==> config.mk <==
export PLATFORM = sky130hd
export DESIGN_NAME = dual_reload_timer
export DESIGN_NICKNAME = d
export VERILOG_FILES = /design/src/design/drt_pkg.sv /design/src/design/dual_reload_timer.sv
export SDC_FILE = /design/constraint.sdc
export NUM_CORES = 1
export LEC_CHECK = 0
export BUFFER_PORTS_ARGS = -buffer_cell sky130_fd_sc_hd__buf_4
export CAP_MARGIN = 20
export CORE_ASPECT_RATIO = 1.5
export CORE_MARGIN = 1
export CORE_UTILIZATION = 40
export DETAILED_ROUTE_END_ITERATION = 8
export PLACE_DENSITY = 0.58
export SETUP_SLACK_MARGIN = 0.3
export SYNTH_ARGS = -nofsm -noshare
export SYNTH_HDL_FRONTEND = slang
export SYNTH_SLANG_ARGS = --single-unit
export TNS_END_PERCENT = 5
==> constraint.sdc <==
create_clock -name clk_i -period 5.1 [get_ports clk_i]
set_input_delay 0.765 -clock clk_i [delete_from_list [all_inputs] [get_ports clk_i]]
set_output_delay 0.765 -clock clk_i [all_outputs]
set_load 0.02 [all_outputs]
==> src/design/drt_pkg.sv <==
package drt_pkg;

  // Default prescaler length in cycles.
  localparam int unsigned PRESCALE_DEF = 20;

  // Operation codes.
  localparam logic [1:0] OP_TICK  = 2'd0;
  localparam logic [1:0] OP_READ  = 2'd1;
  localparam logic [1:0] OP_WRITE = 2'd2;

  // Register select codes.
  localparam logic [3:0] REG_CNT0_LO = 4'd0;
  localparam logic [3:0] REG_CNT0_HI = 4'd1;
  localparam logic [3:0] REG_RLD0_LO = 4'd2;
  localparam logic [3:0] REG_RLD0_HI = 4'd3;
  localparam logic [3:0] REG_CTRL    = 4'd4;
  localparam logic [3:0] REG_CNT1_LO = 4'd5;
  localparam logic [3:0] REG_CNT1_HI = 4'd6;
  localparam logic [3:0] REG_RLD1_LO = 4'd7;
  localparam logic [3:0] REG_RLD1_HI = 4'd8;

  // Bit positions in the writable part of the control register.
  localparam int unsigned CTRL_EN0  = 0;
  localparam int unsigned CTRL_EN1  = 1;
  localparam int unsigned CTRL_IRQ0 = 4;
  localparam int unsigned CTRL_IRQ1 = 5;
  localparam int unsigned CTRL_W    = 6;

  // Low five bits of the interrupt vector for each timer.
  localparam logic [4:0] VEC_TIMER0 = 5'h04;
  localparam logic [4:0] VEC_TIMER1 = 5'h06;

  // Reset value of counts and reloads.
  localparam logic [15:0] CNT_RESET = 16'hffff;

  typedef struct packed {
    logic [1:0] op;
    logic [3:0] reg_select;
    logic [7:0] write_data;
    logic [7:0] elapsed_cycles;
    logic       cpu_can_take;
  } in_t;

  typedef struct packed {
    logic [7:0] read_data;
    logic       irq_request;
    logic [7:0] irq_vector;
  } out_t;

endpackage

==> src/design/dual_reload_timer.sv <==
// Channel  | Direction | Signals                              | Payload
// ---------+-----------+--------------------------------------+----------------
// request  | in        | in_valid_i, in_stall_o, in_data_i    | drt_pkg::in_t
// result   | out       | out_valid_o, out_stall_i, out_data_o | drt_pkg::out_t
// config   | in        | cfg_we_i, cfg_data_i                 | vector base
//
// A read, write or unused request passes S_EXEC and S_DONE; a tick passes
// S_EXEC, S_LOAD per timer, S_WRAP per enabled timer and S_DONE. The single
// subtract-and-compare unit that steps the prescaler handles one wrap per
// cycle. No request is accepted until the sequencer is back in S_IDLE. Reset
// clears all state at once. A result waits in the output register while
// out_stall_i is high; the finished request waits until it is free.
module dual_reload_timer #(
  parameter int unsigned PRESCALE = drt_pkg::PRESCALE_DEF
) (
  input  logic           clk_i,
  input  logic           rst_ni,
  input  logic           in_valid_i,
  output logic           in_stall_o,
  input  drt_pkg::in_t   in_data_i,
  output logic           out_valid_o,
  input  logic           out_stall_i,
  output drt_pkg::out_t  out_data_o,
  input  logic           cfg_we_i,
  input  logic [2:0]     cfg_data_i
);

  // Accumulator holds values below PRESCALE; the sum adds one elapsed byte.
  localparam int unsigned ACC_W = (PRESCALE > 1) ? $clog2(PRESCALE) : 1;
  localparam int unsigned SUM_W = $clog2(PRESCALE + 256);

  typedef enum logic [2:0] {
    S_IDLE,
    S_EXEC,
    S_LOAD,
    S_WRAP,
    S_DONE
  } state_e;

  state_e                      state_q, state_d;
  drt_pkg::in_t                req_q, req_d;
  logic                        ch_q, ch_d;
  logic [SUM_W-1:0]            sum_q, sum_d;
  logic [ACC_W-1:0]            acc_q [2];
  logic [ACC_W-1:0]            acc_d [2];
  logic [15:0]                 cnt_q [2];
  logic [15:0]                 cnt_d [2];
  logic [15:0]                 rld_q [2];
  logic [15:0]                 rld_d [2];
  logic [drt_pkg::CTRL_W-1:0]  ctrl_q, ctrl_d;
  logic [1:0]                  flag_q, flag_d;
  logic [1:0]                  cread_q, cread_d;
  logic [2:0]                  vbase_q, vbase_d;
  logic [7:0]                  rd_q, rd_d;
  logic                        out_valid_q, out_valid_d;
  drt_pkg::out_t               out_q, out_d;

  logic                        ch_en;
  logic [15:0]                 cnt_step;
  logic                        wrap;
  logic                        irq0, irq1;

  // Shared step unit: enable of the current timer, next count, wrap compare.
  always_comb begin
    ch_en    = ch_q ? ctrl_q[drt_pkg::CTRL_EN1] : ctrl_q[drt_pkg::CTRL_EN0];
    cnt_step = (cnt_q[ch_q] == 16'd0) ? rld_q[ch_q] : (cnt_q[ch_q] - 16'd1);
    wrap     = (sum_q >= SUM_W'(PRESCALE));
    irq0     = flag_q[0] && ctrl_q[drt_pkg::CTRL_IRQ0];
    irq1     = flag_q[1] && ctrl_q[drt_pkg::CTRL_IRQ1];
  end

  // Sequencer and register file next state.
  always_comb begin
    state_d     = state_q;
    req_d       = req_q;
    ch_d        = ch_q;
    sum_d       = sum_q;
    acc_d       = acc_q;
    cnt_d       = cnt_q;
    rld_d       = rld_q;
    ctrl_d      = ctrl_q;
    flag_d      = flag_q;
    cread_d     = cread_q;
    vbase_d     = cfg_we_i ? cfg_data_i : vbase_q;
    rd_d        = rd_q;
    out_valid_d = out_valid_q && out_stall_i;
    out_d       = out_q;

    unique case (state_q)
      S_IDLE: begin
        if (in_valid_i) begin
          req_d   = in_data_i;
          state_d = S_EXEC;
        end
      end

      S_EXEC: begin
        rd_d    = 8'd0;
        ch_d    = 1'b0;
        state_d = S_DONE;
        if (req_q.op == drt_pkg::OP_TICK) begin
          state_d = S_LOAD;
        end else if (req_q.op == drt_pkg::OP_READ) begin
          unique case (req_q.reg_select)
            drt_pkg::REG_CNT0_LO: begin
              rd_d = cnt_q[0][7:0];
              if (cread_q[0]) begin
                flag_d[0]  = 1'b0;
                cread_d[0] = 1'b0;
              end
            end
            drt_pkg::REG_CNT0_HI: begin
              rd_d = cnt_q[0][15:8];
              if (cread_q[0]) begin
                flag_d[0]  = 1'b0;
                cread_d[0] = 1'b0;
              end
            end
            drt_pkg::REG_RLD0_LO: rd_d = rld_q[0][7:0];
            drt_pkg::REG_RLD0_HI: rd_d = rld_q[0][15:8];
            drt_pkg::REG_CTRL: begin
              rd_d    = {flag_q, ctrl_q};
              cread_d = 2'b11;
            end
            drt_pkg::REG_CNT1_LO: begin
              rd_d = cnt_q[1][7:0];
              if (cread_q[1]) begin
                flag_d[1]  = 1'b0;
                cread_d[1] = 1'b0;
              end
            end
            drt_pkg::REG_CNT1_HI: begin
              rd_d = cnt_q[1][15:8];
              if (cread_q[1]) begin
                flag_d[1]  = 1'b0;
                cread_d[1] = 1'b0;
              end
            end
            drt_pkg::REG_RLD1_LO: rd_d = rld_q[1][7:0];
            drt_pkg::REG_RLD1_HI: rd_d = rld_q[1][15:8];
            default: rd_d = 8'd0;
          endcase
        end else if (req_q.op == drt_pkg::OP_WRITE) begin
          unique case (req_q.reg_select)
            drt_pkg::REG_CNT0_LO: begin
              if (!ctrl_q[drt_pkg::CTRL_EN0]) cnt_d[0][7:0] = req_q.write_data;
            end
            drt_pkg::REG_CNT0_HI: begin
              if (!ctrl_q[drt_pkg::CTRL_EN0]) cnt_d[0][15:8] = req_q.write_data;
            end
            drt_pkg::REG_RLD0_LO: rld_d[0][7:0]  = req_q.write_data;
            drt_pkg::REG_RLD0_HI: rld_d[0][15:8] = req_q.write_data;
            drt_pkg::REG_CTRL:    ctrl_d = req_q.write_data[drt_pkg::CTRL_W-1:0];
            drt_pkg::REG_CNT1_LO: begin
              if (!ctrl_q[drt_pkg::CTRL_EN1]) cnt_d[1][7:0] = req_q.write_data;
            end
            drt_pkg::REG_CNT1_HI: begin
              if (!ctrl_q[drt_pkg::CTRL_EN1]) cnt_d[1][15:8] = req_q.write_data;
            end
            drt_pkg::REG_RLD1_LO: rld_d[1][7:0]  = req_q.write_data;
            drt_pkg::REG_RLD1_HI: rld_d[1][15:8] = req_q.write_data;
            default: ;
          endcase
        end
      end

      // Start one timer: add the elapsed cycles, or clear a disabled prescaler.
      S_LOAD: begin
        if (ch_en) begin
          sum_d   = SUM_W'(acc_q[ch_q]) + SUM_W'(req_q.elapsed_cycles);
          state_d = S_WRAP;
        end else begin
          acc_d[ch_q] = '0;
          if (ch_q) begin
            state_d = S_DONE;
          end else begin
            ch_d = 1'b1;
          end
        end
      end

      // One prescaler wrap per cycle until the remainder is below PRESCALE.
      S_WRAP: begin
        if (wrap) begin
          sum_d       = sum_q - SUM_W'(PRESCALE);
          cnt_d[ch_q] = cnt_step;
          if (cnt_step == 16'd0) flag_d[ch_q] = 1'b1;
        end else begin
          acc_d[ch_q] = sum_q[ACC_W-1:0];
          if (ch_q) begin
            state_d = S_DONE;
          end else begin
            ch_d    = 1'b1;
            state_d = S_LOAD;
          end
        end
      end

      // Interrupt decision after the request's effect; wait for a free output.
      S_DONE: begin
        if (!out_valid_q || !out_stall_i) begin
          out_valid_d       = 1'b1;
          out_d.read_data   = rd_q;
          out_d.irq_request = 1'b0;
          out_d.irq_vector  = 8'd0;
          if (req_q.cpu_can_take && irq0) begin
            out_d.irq_request = 1'b1;
            out_d.irq_vector  = {vbase_q, drt_pkg::VEC_TIMER0};
          end else if (req_q.cpu_can_take && irq1) begin
            out_d.irq_request = 1'b1;
            out_d.irq_vector  = {vbase_q, drt_pkg::VEC_TIMER1};
          end
          state_d = S_IDLE;
        end
      end

      default: state_d = S_IDLE;
    endcase
  end

  // State, register file and output register.
  always_ff @(posedge clk_i or negedge rst_ni) begin
    if (!rst_ni) begin
      state_q     <= S_IDLE;
      req_q       <= '0;
      ch_q        <= 1'b0;
      sum_q       <= '0;
      acc_q[0]    <= '0;
      acc_q[1]    <= '0;
      cnt_q[0]    <= drt_pkg::CNT_RESET;
      cnt_q[1]    <= drt_pkg::CNT_RESET;
      rld_q[0]    <= drt_pkg::CNT_RESET;
      rld_q[1]    <= drt_pkg::CNT_RESET;
      ctrl_q      <= '0;
      flag_q      <= '0;
      cread_q     <= '0;
      vbase_q     <= '0;
      rd_q        <= '0;
      out_valid_q <= 1'b0;
      out_q       <= '0;
    end else begin
      state_q     <= state_d;
      req_q       <= req_d;
      ch_q        <= ch_d;
      sum_q       <= sum_d;
      acc_q       <= acc_d;
      cnt_q       <= cnt_d;
      rld_q       <= rld_d;
      ctrl_q      <= ctrl_d;
      flag_q      <= flag_d;
      cread_q     <= cread_d;
      vbase_q     <= vbase_d;
      rd_q        <= rd_d;
      out_valid_q <= out_valid_d;
      out_q       <= out_d;
    end
  end

  assign in_stall_o  = (state_q != S_IDLE);
  assign out_valid_o = out_valid_q;
  assign out_data_o  = out_q;

endmodule

Yosys cells after proc, flatten, opt, wreduce, memory -nomap -nowiden
Index checks and enable logic that the tools add are counted.

Muxes and demuxes: 65. Bitwise operators: 6. Add/sub/neg operators: 3. Reductions and logical operators: 42. Equal/unequal tests: 36. Magnitude comparators: 5.

Operator list (number): 16-bit 2-to-1 mux (8); 32-bit 2-to-1 mux (4); 8-bit case mux with 9 select lines (1); 8-bit 2-to-1 mux (8); 32-bit case mux with 2 select lines (1); 7-bit AND reduction (6); 9-bit 2-to-1 mux (4); 2-bit inequality test (second input constant) (17); 32-bit bitwise mux (1); 16-bit zero test (2); 5-bit AND reduction (5); 3-bit 2-to-1 mux (7); 10-bit 2-to-1 mux (2); 5-bit 2-to-1 mux (4); 10-bit case mux with 2 select lines (1); 9-bit case mux with 2 select lines (1); 16-bit demux with 1-bit select (1); 4-bit by 3-bit == test with 1-bit output (second input constant) (4); 16-bit by 1-bit subtractor with 16-bit output (second input constant) (1); 3-bit case mux with 5 select lines (1); 4-bit AND reduction (3); 10-bit bitwise AND (1); 10-bit bitwise mux (1); 1-bit 2-to-1 mux (10); 38 further kinds (63).

Output and inout port bits: 19. Bits of input ports: 31. Word-level logic and storage cells: 186. Flip-flop bits (word level): 149.

Depth between registers and ports, before layout
Gate-level depths: netlist of run 1.

Depth after elaboration: 10. Depth in mapped cells: 19. Gate-level depth less buffers: 12.

Least setup slack after synthesis of run 1
OpenSTA, ideal clock, no wires.

Path type: register to register. Start: register ch_q. End: register flag_q[0]. Period minus slack after synthesis: 3.726 ns. Slack: 1.374 ns. Data required time: 5.034 ns. Stages on the path, launching flop included: 17. Arrival: 3.660 ns. Library setup time: 0.066 ns. Path buffers: 7. Path through: dfrtp_1 > buf_4 > buf_6 > buf_6 > buf_2 > buf_2 > clkbuf_1 > mux2i_1 > ha_1 > clkbuf_1 > nand2_1 > o31ai_1 > a21boi_1 > o31a_1 > nand4b_1 > or4_1 > nand2_1.

Word-level cells in the longest chain between the ends: 9. Elaborated cells between the ends (all ways): 22. Classes of those cells: add/sub (1); order compare (2); eq/ne (1); mux (12); bitwise (2); reduce/logical (4).

Ends and longest elaborated chain: from (decl) (RTL line dual_reload_timer.sv:42) `logic ch_q, ch_d;`; from (signal assigned) (RTL line dual_reload_timer.sv:244) `ch_q <= ch_d;`; 1-bit NOT with 2-bit output (not written as such) (RTL line dual_reload_timer.sv:66) `cnt_step = (cnt_q[ch_q] == 16'd0) ? rld_q[ch_q] : (cnt_q[ch_q] - 16'd1);`; 16-bit 2-to-1 mux (not written as such) (3 in a row) (RTL line dual_reload_timer.sv:66); 16-bit by 1-bit subtractor with 16-bit output / 16-bit zero test (equally long branches) (RTL line dual_reload_timer.sv:66); 16-bit 2-to-1 mux (RTL line dual_reload_timer.sv:66); 16-bit zero test (RTL line dual_reload_timer.sv:187) `if (cnt_step == 16'd0) flag_d[ch_q] = 1'b1;`; 2-bit inequality test (no source line); 7-bit AND reduction (no source line); to (signal assigned) (RTL line dual_reload_timer.sv:250) `flag_q <= flag_d;`; to (decl) (RTL line dual_reload_timer.sv:51) `logic [1:0] flag_q, flag_d;`.

Several ways; a longest one is shown, not always the timed one. The select of a mux whose other input is x is not followed. A chain may end at the register's enable or synchronous reset.

Worst setup path after layout of run 1
Ends and elaborated chain as after synthesis.

==> run metrics, run 1 <==
asr flop ratio synth=100%; Filler cells=1888; Slew headroom=a little under a quarter; Max Clk Rate=282 MHz; DIE AREA=roughly 21000 um^2; CP peak stage delay=~0.70 ns; Final GP Congestion=0.988; Gate Count Post-Synth=786; status=finished clean; Worst Tran Pin Value=roughly 1.2 ns; crit-path cells=mux2i_1 -> ha_1 -> o211ai_1 -> nor3_4 -> buf_4 -> mux2i_1 -> nor4_1 -> nand4_1 -> or4_1 -> nand2_1; Flop pwr share=~40%; clock power share=between 20% and 30%; Crit path top cell by count=mux2i_1; CP Launch Type=flip-flop; critical path class=reg -> reg; Post-CTS Hold Buffers=0; Hold Path Class=in -> async; arrival time worst endpoint=3.93 ns; Pwr Total=~5.8 mW; GRT Overall Usage=25.7%; Worst Path Required=roughly 5.5 ns; Yosys cell types=72; clk_skew=a little over 0.02 ns; Leakage=around 3.9 nW; average wire per standard cell=23.3 um; top_reg_cell synth=dfrtp_1; Final Setup Violations=0; HPWL Detailed=between 15 and 20 mm; Int Pwr=between 3 and 4 mW; EDFF count, synth=0; combinational fraction of design power=around two fifths; # H-tree levels=4; Initial Utilization=41.1%; post-synthesis cell area=~8000 um^2; final period utilization=between 60% and 70%; Die Y=between 150 and 200 um; routed via count=between 6000 and 7000; Slowest cell on crit path=dfrtp_2; Critical Path End Type=flip-flop; Final Core Density=~47%; clock latency on the worst-skew pair=roughly 0.45 ns; final layout net count=863; most common cell in the netlist=mux2_2; drt initial violations=between 400 and 500; sw frac=41.6%; Fin Hold WS=between 0.2 and 0.3 ns; I/O pin count=50; post-CTS resize count=0; CTS tree=done; largest net degree at the start of global routing=between 50 and 60; Pwr per Cell Area=approximately 620 nW/um^2; area delta synth->final=14.3%; Final WS setup=1.55 ns; Psw=around 2.4 mW; VDD IR-drop max=roughly 0.00032 V; GR Overflow Total=0; CTS Buffer Depth=2; final hold vios=0; vias per std cell=between 5 and 6; Synth Register Bits=approximately 150; top cells by count, synth=mux2_2 (94), dfrtp_1 (81), nand2_1 (74); dpl ws=between 1.5 and 2 ns; fin. max-slew vios=0; Reg clk slew, reported paths=~0.08 ns; CORE AREA=slightly below 20000 um^2; Die Width=119 um; share of cells above drive strength 1=approximately a third; Rows=63; WL final=25.6 mm; post-synth top area share=between 20% and 30%; post-CTS setup buffer count=0; # diodes=0; Setup TNS=0 ns; RSZ-0062 raised after global routing=no; TritonRoute pass-1 iters=5; vias in the first global route=about 6700; # DRC=0; syn_area_per_cell=around 10 um^2; Port Buf Inserts=between 40 and 50; CTS Sinks=about 150; synth warn=0; Tmin final=3.55 ns; most area-consuming cells after synthesis=dfrtp_1 (25%), dfstp_2 (21%), mux2_2 (13%); maxcap violations=0; first-pass GRT wire length=slightly below 40 mm; post-synth top area cell=dfrtp_1; CP max FO=27; cts bufs inserted=17; sequential-to-total area share from yosys stat=45.4%; initial antenna violation count=0; Root Buffer=clkbuf_16; Routed Antenna Nets=0
-- power by group through the flow --
stage / registers (mW) / clock network [mW] / logic, mW
6_report: 2.26 / 1.27 / 2.28
5_1_grt: 2.33 / 1.34 / 2.48
4_1_cts: 2.25 / 1.29 / 2.27
3_5_place_dp: 2.27 / 0 / 2.26
3_3_place_gp: 2.25 / 0 / 2.23
2_1_floorplan: 1.92 / 0 / 1.79
-- critical path: cells and delay by family (launching register included) --
kind	cells	cell delay, ns
simple gates	5	1.42
flops	1	0.70
mux	2	0.51
compound gates	1	0.31
buf+inv	1	0.29
fa+ha+maj	1	0.28
-- registers in the layout (all words and copies together) (netlist names), 3 cells and up --
register    cells
rd_q            8
out_data_o     13
cnt_q          32
rld_q          32
state_q         3
sum_q           9
ctrl_q          6
vbase_q         3
acc_q          10
req_q          23
-- through the flow --
step | area [um^2] | std cells
after floorplan | 8170 | 788
after global placement | 8730 | 1062
after detailed placement | 8730 | 1063
after CTS | 9330 | 1095
after global routing | 9330 | 1095
final | 9330 | 1095
-- layout by cell type (no fill, tap or decap), types with 3 or more instances in the layout --
master,n
mux2_2,94
dfrtp_1,80
nand2_1,74
dfstp_2,64
buf_4,59
a21oi_1,46
nor2_1,43
o21ai_0,42
mux2i_1,37
nand3_1,23
inv_1,17
a22oi_1,17
clkbuf_16,17
nor3_1,16
o211ai_1,13
a22o_1,13
nor4_1,11
o21a_1,10
nand2b_1,9
ha_1,9
xor2_1,8
xnor2_1,8
or3_1,7
nor2b_1,7
o31ai_1,7
a21o_1,6
and2_1,5
a31oi_1,5
nand4_1,4
nor3b_1,4
o21ai_1,4
clkbuf_8,4
or4_1,3
or4_2,3
conb_1,3
clkinvlp_4,3
clkbuf_1,3
-- kinds of logic after synthesis --
| kind of cell | count (synthesis) | share of synthesized area [%] |
|---|---|---|
| compound gates | 188 | 14.9 |
| xor+xnor | 16 | 1.72 |
| fa+ha+maj | 10 | 1.63 |
| buf+inv | 62 | 3.51 |
| flops | 145 | 45.4 |
| mux | 135 | 18.3 |
| other cells | 1 | 0.0460 |
| simple gates | 229 | 14.4 |
-- path summary, 6_finish.rpt --
path | startpoint | endpoint | slack (ns) | cells past startpoint
max | ch_q | flag_q[0] | 1.55 | 10
min | rst_ni | flag_q[0] | 0.25 | 1
max reg2reg | ch_q | flag_q[0] | 1.55 | 10
min reg2reg | acc_q[0] | acc_q[0] | 0.48 | 2
max in group asynchronous | rst_ni | sum_q[6] | 3.74 | 2
min in group clk_i | acc_q[0] | acc_q[0] | 0.48 | 2
-- per-layer routing --
layer	routed length (um)	part of all wire (%)	vias up	track usage, %
met5	0	0	-	0
met4	1760	6.9	0	18.3
met3	907	3.5	83	3.70
met2	13200	52	205	45.7
met1	9640	38	3215	28.1
li1	-	-	2956	-
-- cell type report --
class | count | area (um^2) | share of cell area (%)
clock buffer | 24 | 492 | 5.27
clock inverter | 8 | 101 | 1.09
inverter | 17 | 63.8 | 0.684
multi-input combinational | 581 | 4180 | 44.8
sequential | 145 | 3710 | 39.8
tap | 260 | 325 | 3.49
timing repair buffer | 60 | 454 | 4.87
No activity file was read; power rests on OpenSTA's default activity.
==> run 2, diff against run 1 <==
- ABC_AREA: default -> 1
- PLACE_DENSITY: 0.58 -> 0.6
- clock period: 5.1 -> 2.9 ns (I/O delays scaled with it)
==> run metrics, run 2 <==
status=finished clean; post-synthesis cell area=8240 um^2 (+1.0%); Psw=4.57 mW (+89%); synth warn=0 (unchanged); adder-cell area share of the yosys netlist=1.61% (-0.016 points); most area-consuming cells after synthesis=dfrtp_1 (25%), dfstp_2 (20%), nand2_1 (15%); post-synthesis mux area share=2.31% (-16 points); Flop pwr share=32.9% (-6.0 points); maxcap violations=0 (unchanged); Initial Utilization=40.7% (-0.39 points); initial antenna violation count=0 (unchanged); Setup TNS=0 ns (unchanged); EDFF count, synth=0 (unchanged); Synth Register Bits=145 (unchanged); crit-path leading delay family=simple AND/OR/NAND/NOR gates; fin. max-slew vios=0 (unchanged); final layout net count=1228 (+42%); TritonRoute pass-1 iters=5 (unchanged); clock power share=22.0% (about the same); # DRC=0 (unchanged); crit-path cells=buf_12 -> buf_6 -> nand2_1 -> nand2_2 -> ha_4 -> inv_1 -> nor2_2 -> nand2_2 -> nor2_4 -> buf_4 -> buf_4 -> nand3_1 -> nand2_2 -> nor2_2 -> nand2_1 -> nor2_2 -> nand3_2 -> nand2_2 -> nand4_1 -> nand2_1 -> nand2_1; post-synth top area share=24.6% (-0.25 points); RSZ-0062 raised after global routing=yes; CORE AREA=20300 um^2 (+2.0%); final hold vios=0 (unchanged); largest net degree at the start of global routing=68 (+15%); sw frac=43.5% (+2.0 points); largest family of logic cells by synthesized area=simple AND/OR/NAND/NOR gates; first-pass GRT wire length=41.8 mm (+5.9%); Yosys cell types=46 (-36%); FF-to-FF End=flag_q[0]; CP max FO=6 (-78%); I/O pin count=50 (unchanged); commonest cells after routing, fill and taps aside=nand2_1 (314), inv_1 (119), o21ai_0 (118); worst reg2reg startpoint=ch_q; vias per std cell=5.28 (-10%); cells on worst reg2reg path=21 (+11); Rows=64 (+1.6%); most common cell in the netlist=nand2_1; Post-CTS Hold Buffers=0 (unchanged); CTS tree=done; Tmin final=2.68 ns (-0.870 ns); asr flop ratio synth=100% (unchanged); Max Clk Rate=374 MHz (+33%); # diodes=0 (unchanged); top cells by count, synth=nand2_1 (333), o21ai_0 (122), inv_1 (120); Pwr per Cell Area=1040 nW/um^2 (+67%); post-synth top area cell=dfrtp_1; CTS Sinks=145 (unchanged); CP peak stage delay=0.51 ns (-0.19 ns); Critical Path End Type=flip-flop; largest registers=cnt_q (32), rld_q (32), req_q (23); Crit. Startpoint=ch_q; xor-xnor portion of the synthesized cell area=0.319% (-1.4 points); Worst Path Required=3.22 ns (-2.27 ns); Compound-Gate Fraction of Synth Area=15.9% (+0.91 points); vias in the first global route=7716 (+15%); arrival time worst endpoint=3.00 ns (-0.93 ns); Die Y=178 um (+0.50%); Final Setup Violations=0 (unchanged); Gate Count Post-Synth=1096 (+39%); CTS Buffer Depth=2 (unchanged); WP depth=21 (+11); GR Overflow Total=0 (unchanged); syn_area_per_cell=7.52 um^2 (-28%); commonest non-fill, non-tap cell in the layout=nand2_1; Slowest cell on crit path=dfrtp_4; HPWL Detailed=20.3 mm (+6.2%); Port Buf Inserts=46 (unchanged); critical path class=reg -> reg; Slew headroom=56.7% (+34 points); Post-Synth Simple-Gate Area=26.5% (+12 points); top_reg_cell synth=dfrtp_1; flop2flop setup slack=0.22 ns (-1.33 ns); Pwr Total=10.5 mW (+80%); routed via count=7736 (+20%); combinational fraction of design power=45.1% (+5.9 points); average wire per standard cell=18.5 um (-21%); DIE AREA=21200 um^2 (+1.0%); GRT Overall Usage=26.6% (+0.84 points); WL final=27.1 mm (+6.2%); CP Launch Type=flip-flop; Die Width=119 um (+0.50%); cts bufs inserted=17 (unchanged); Final GP Congestion=0.958 (-3.0%); Root Buffer=clkbuf_16; CP bufs+invs=5 (+4); drt initial violations=518 (+10%); clk_skew=0.0105 ns (-0.00994 ns); Worst Tran Pin Value=0.650 ns (-0.507 ns); Hold Path Class=in -> async; # H-tree levels=4 (unchanged); share of cells above drive strength 1=24.8% (-7.5 points); area delta synth->final=22.6%; Leakage=4.77 nW (+24%); Reg clk slew, reported paths=0.06 ns (-0.02 ns); VDD IR-drop max=0.000609 V (+91%); Routed Antenna Nets=0 (unchanged); clock latency on the worst-skew pair=0.44 ns (about the same); final period utilization=92.3% (+23 points); Int Pwr=5.92 mW (+74%); sequential-to-total area share from yosys stat=45.0% (-0.46 points)
[run 2: kinds of logic after synthesis]
logic type                 after synthesis
and+or+nand+nor                        527
other                                    1
adders and majority gates               10
AOI/OAI and AO/OA                      232
buffers and inverters                  161
xor gates and xnor gates                 3
muxes                                   17
DFF                                    145
[run 2: routing by layer]
metal / vias up / share of wire, % / wire length [um] / track usage (%)
li1: 3747 / - / - / -
met3: 91 / 3.8 / 1020 / 4.24
met5: - / 0 / 0 / 0
met1: 3670 / 38 / 10200 / 27.8
met4: 0 / 7.5 / 2030 / 20.3
met2: 228 / 51 / 13800 / 47.5
[run 2: worst max-delay path by stage]
stage                            to  slack [ns]
after global routing      flag_q[1]        0.11
after CTS                  sum_q[6]        0.29
final                     flag_q[0]        0.22
after detailed placement  flag_q[0]        0.15
after floorplan            sum_q[6]        0.31
after global placement    flag_q[1]        0.19
[run 2: area by class of cell]
class,count,area [um^2]
fill,1998,10200
multi-input combinational,792,4010
sequential,145,3710
timing repair buffer,104,906
inverter,126,504
clock buffer,21,503
tap,264,330
clock inverter,11,125
timing repair inverter,1,8.76
[run 2: metrics by stage]
stage	hold WS, ns	utilization [%]	setup slack, ns	std cells	area, um^2
4_1_cts	0.0274	48.6	0.287	1452	9840
3_3_place_gp	0.471	44.4	0.188	1405	8990
3_5_place_dp	0.480	44.4	0.152	1405	8990
6_report	0.00496	49.9	0.224	1464	10100
2_1_floorplan	0.139	-	0.313	1098	8280
5_1_grt	0.0565	49.9	0.107	1464	10100
[run 2: power by group through the flow]
stage | registers, mW | clock network [mW] | logic (mW)
6_report | 3.45 | 2.31 | 4.73
5_1_grt | 3.53 | 2.41 | 5.22
4_1_cts | 3.45 | 2.34 | 4.40
3_5_place_dp | 3.47 | 0 | 4.22
3_3_place_gp | 3.46 | 0 | 4.19
2_1_floorplan | 3.27 | 0 | 2.92
[run 2: timing repair]
item | 4_1_cts | 5_1_grt
pin swaps | 14 | 24
setup endpoints to repair | 4 | 13
gates resized for setup | 26 | 42
cloned | 3 | 1
buffers inserted | 12 | 11
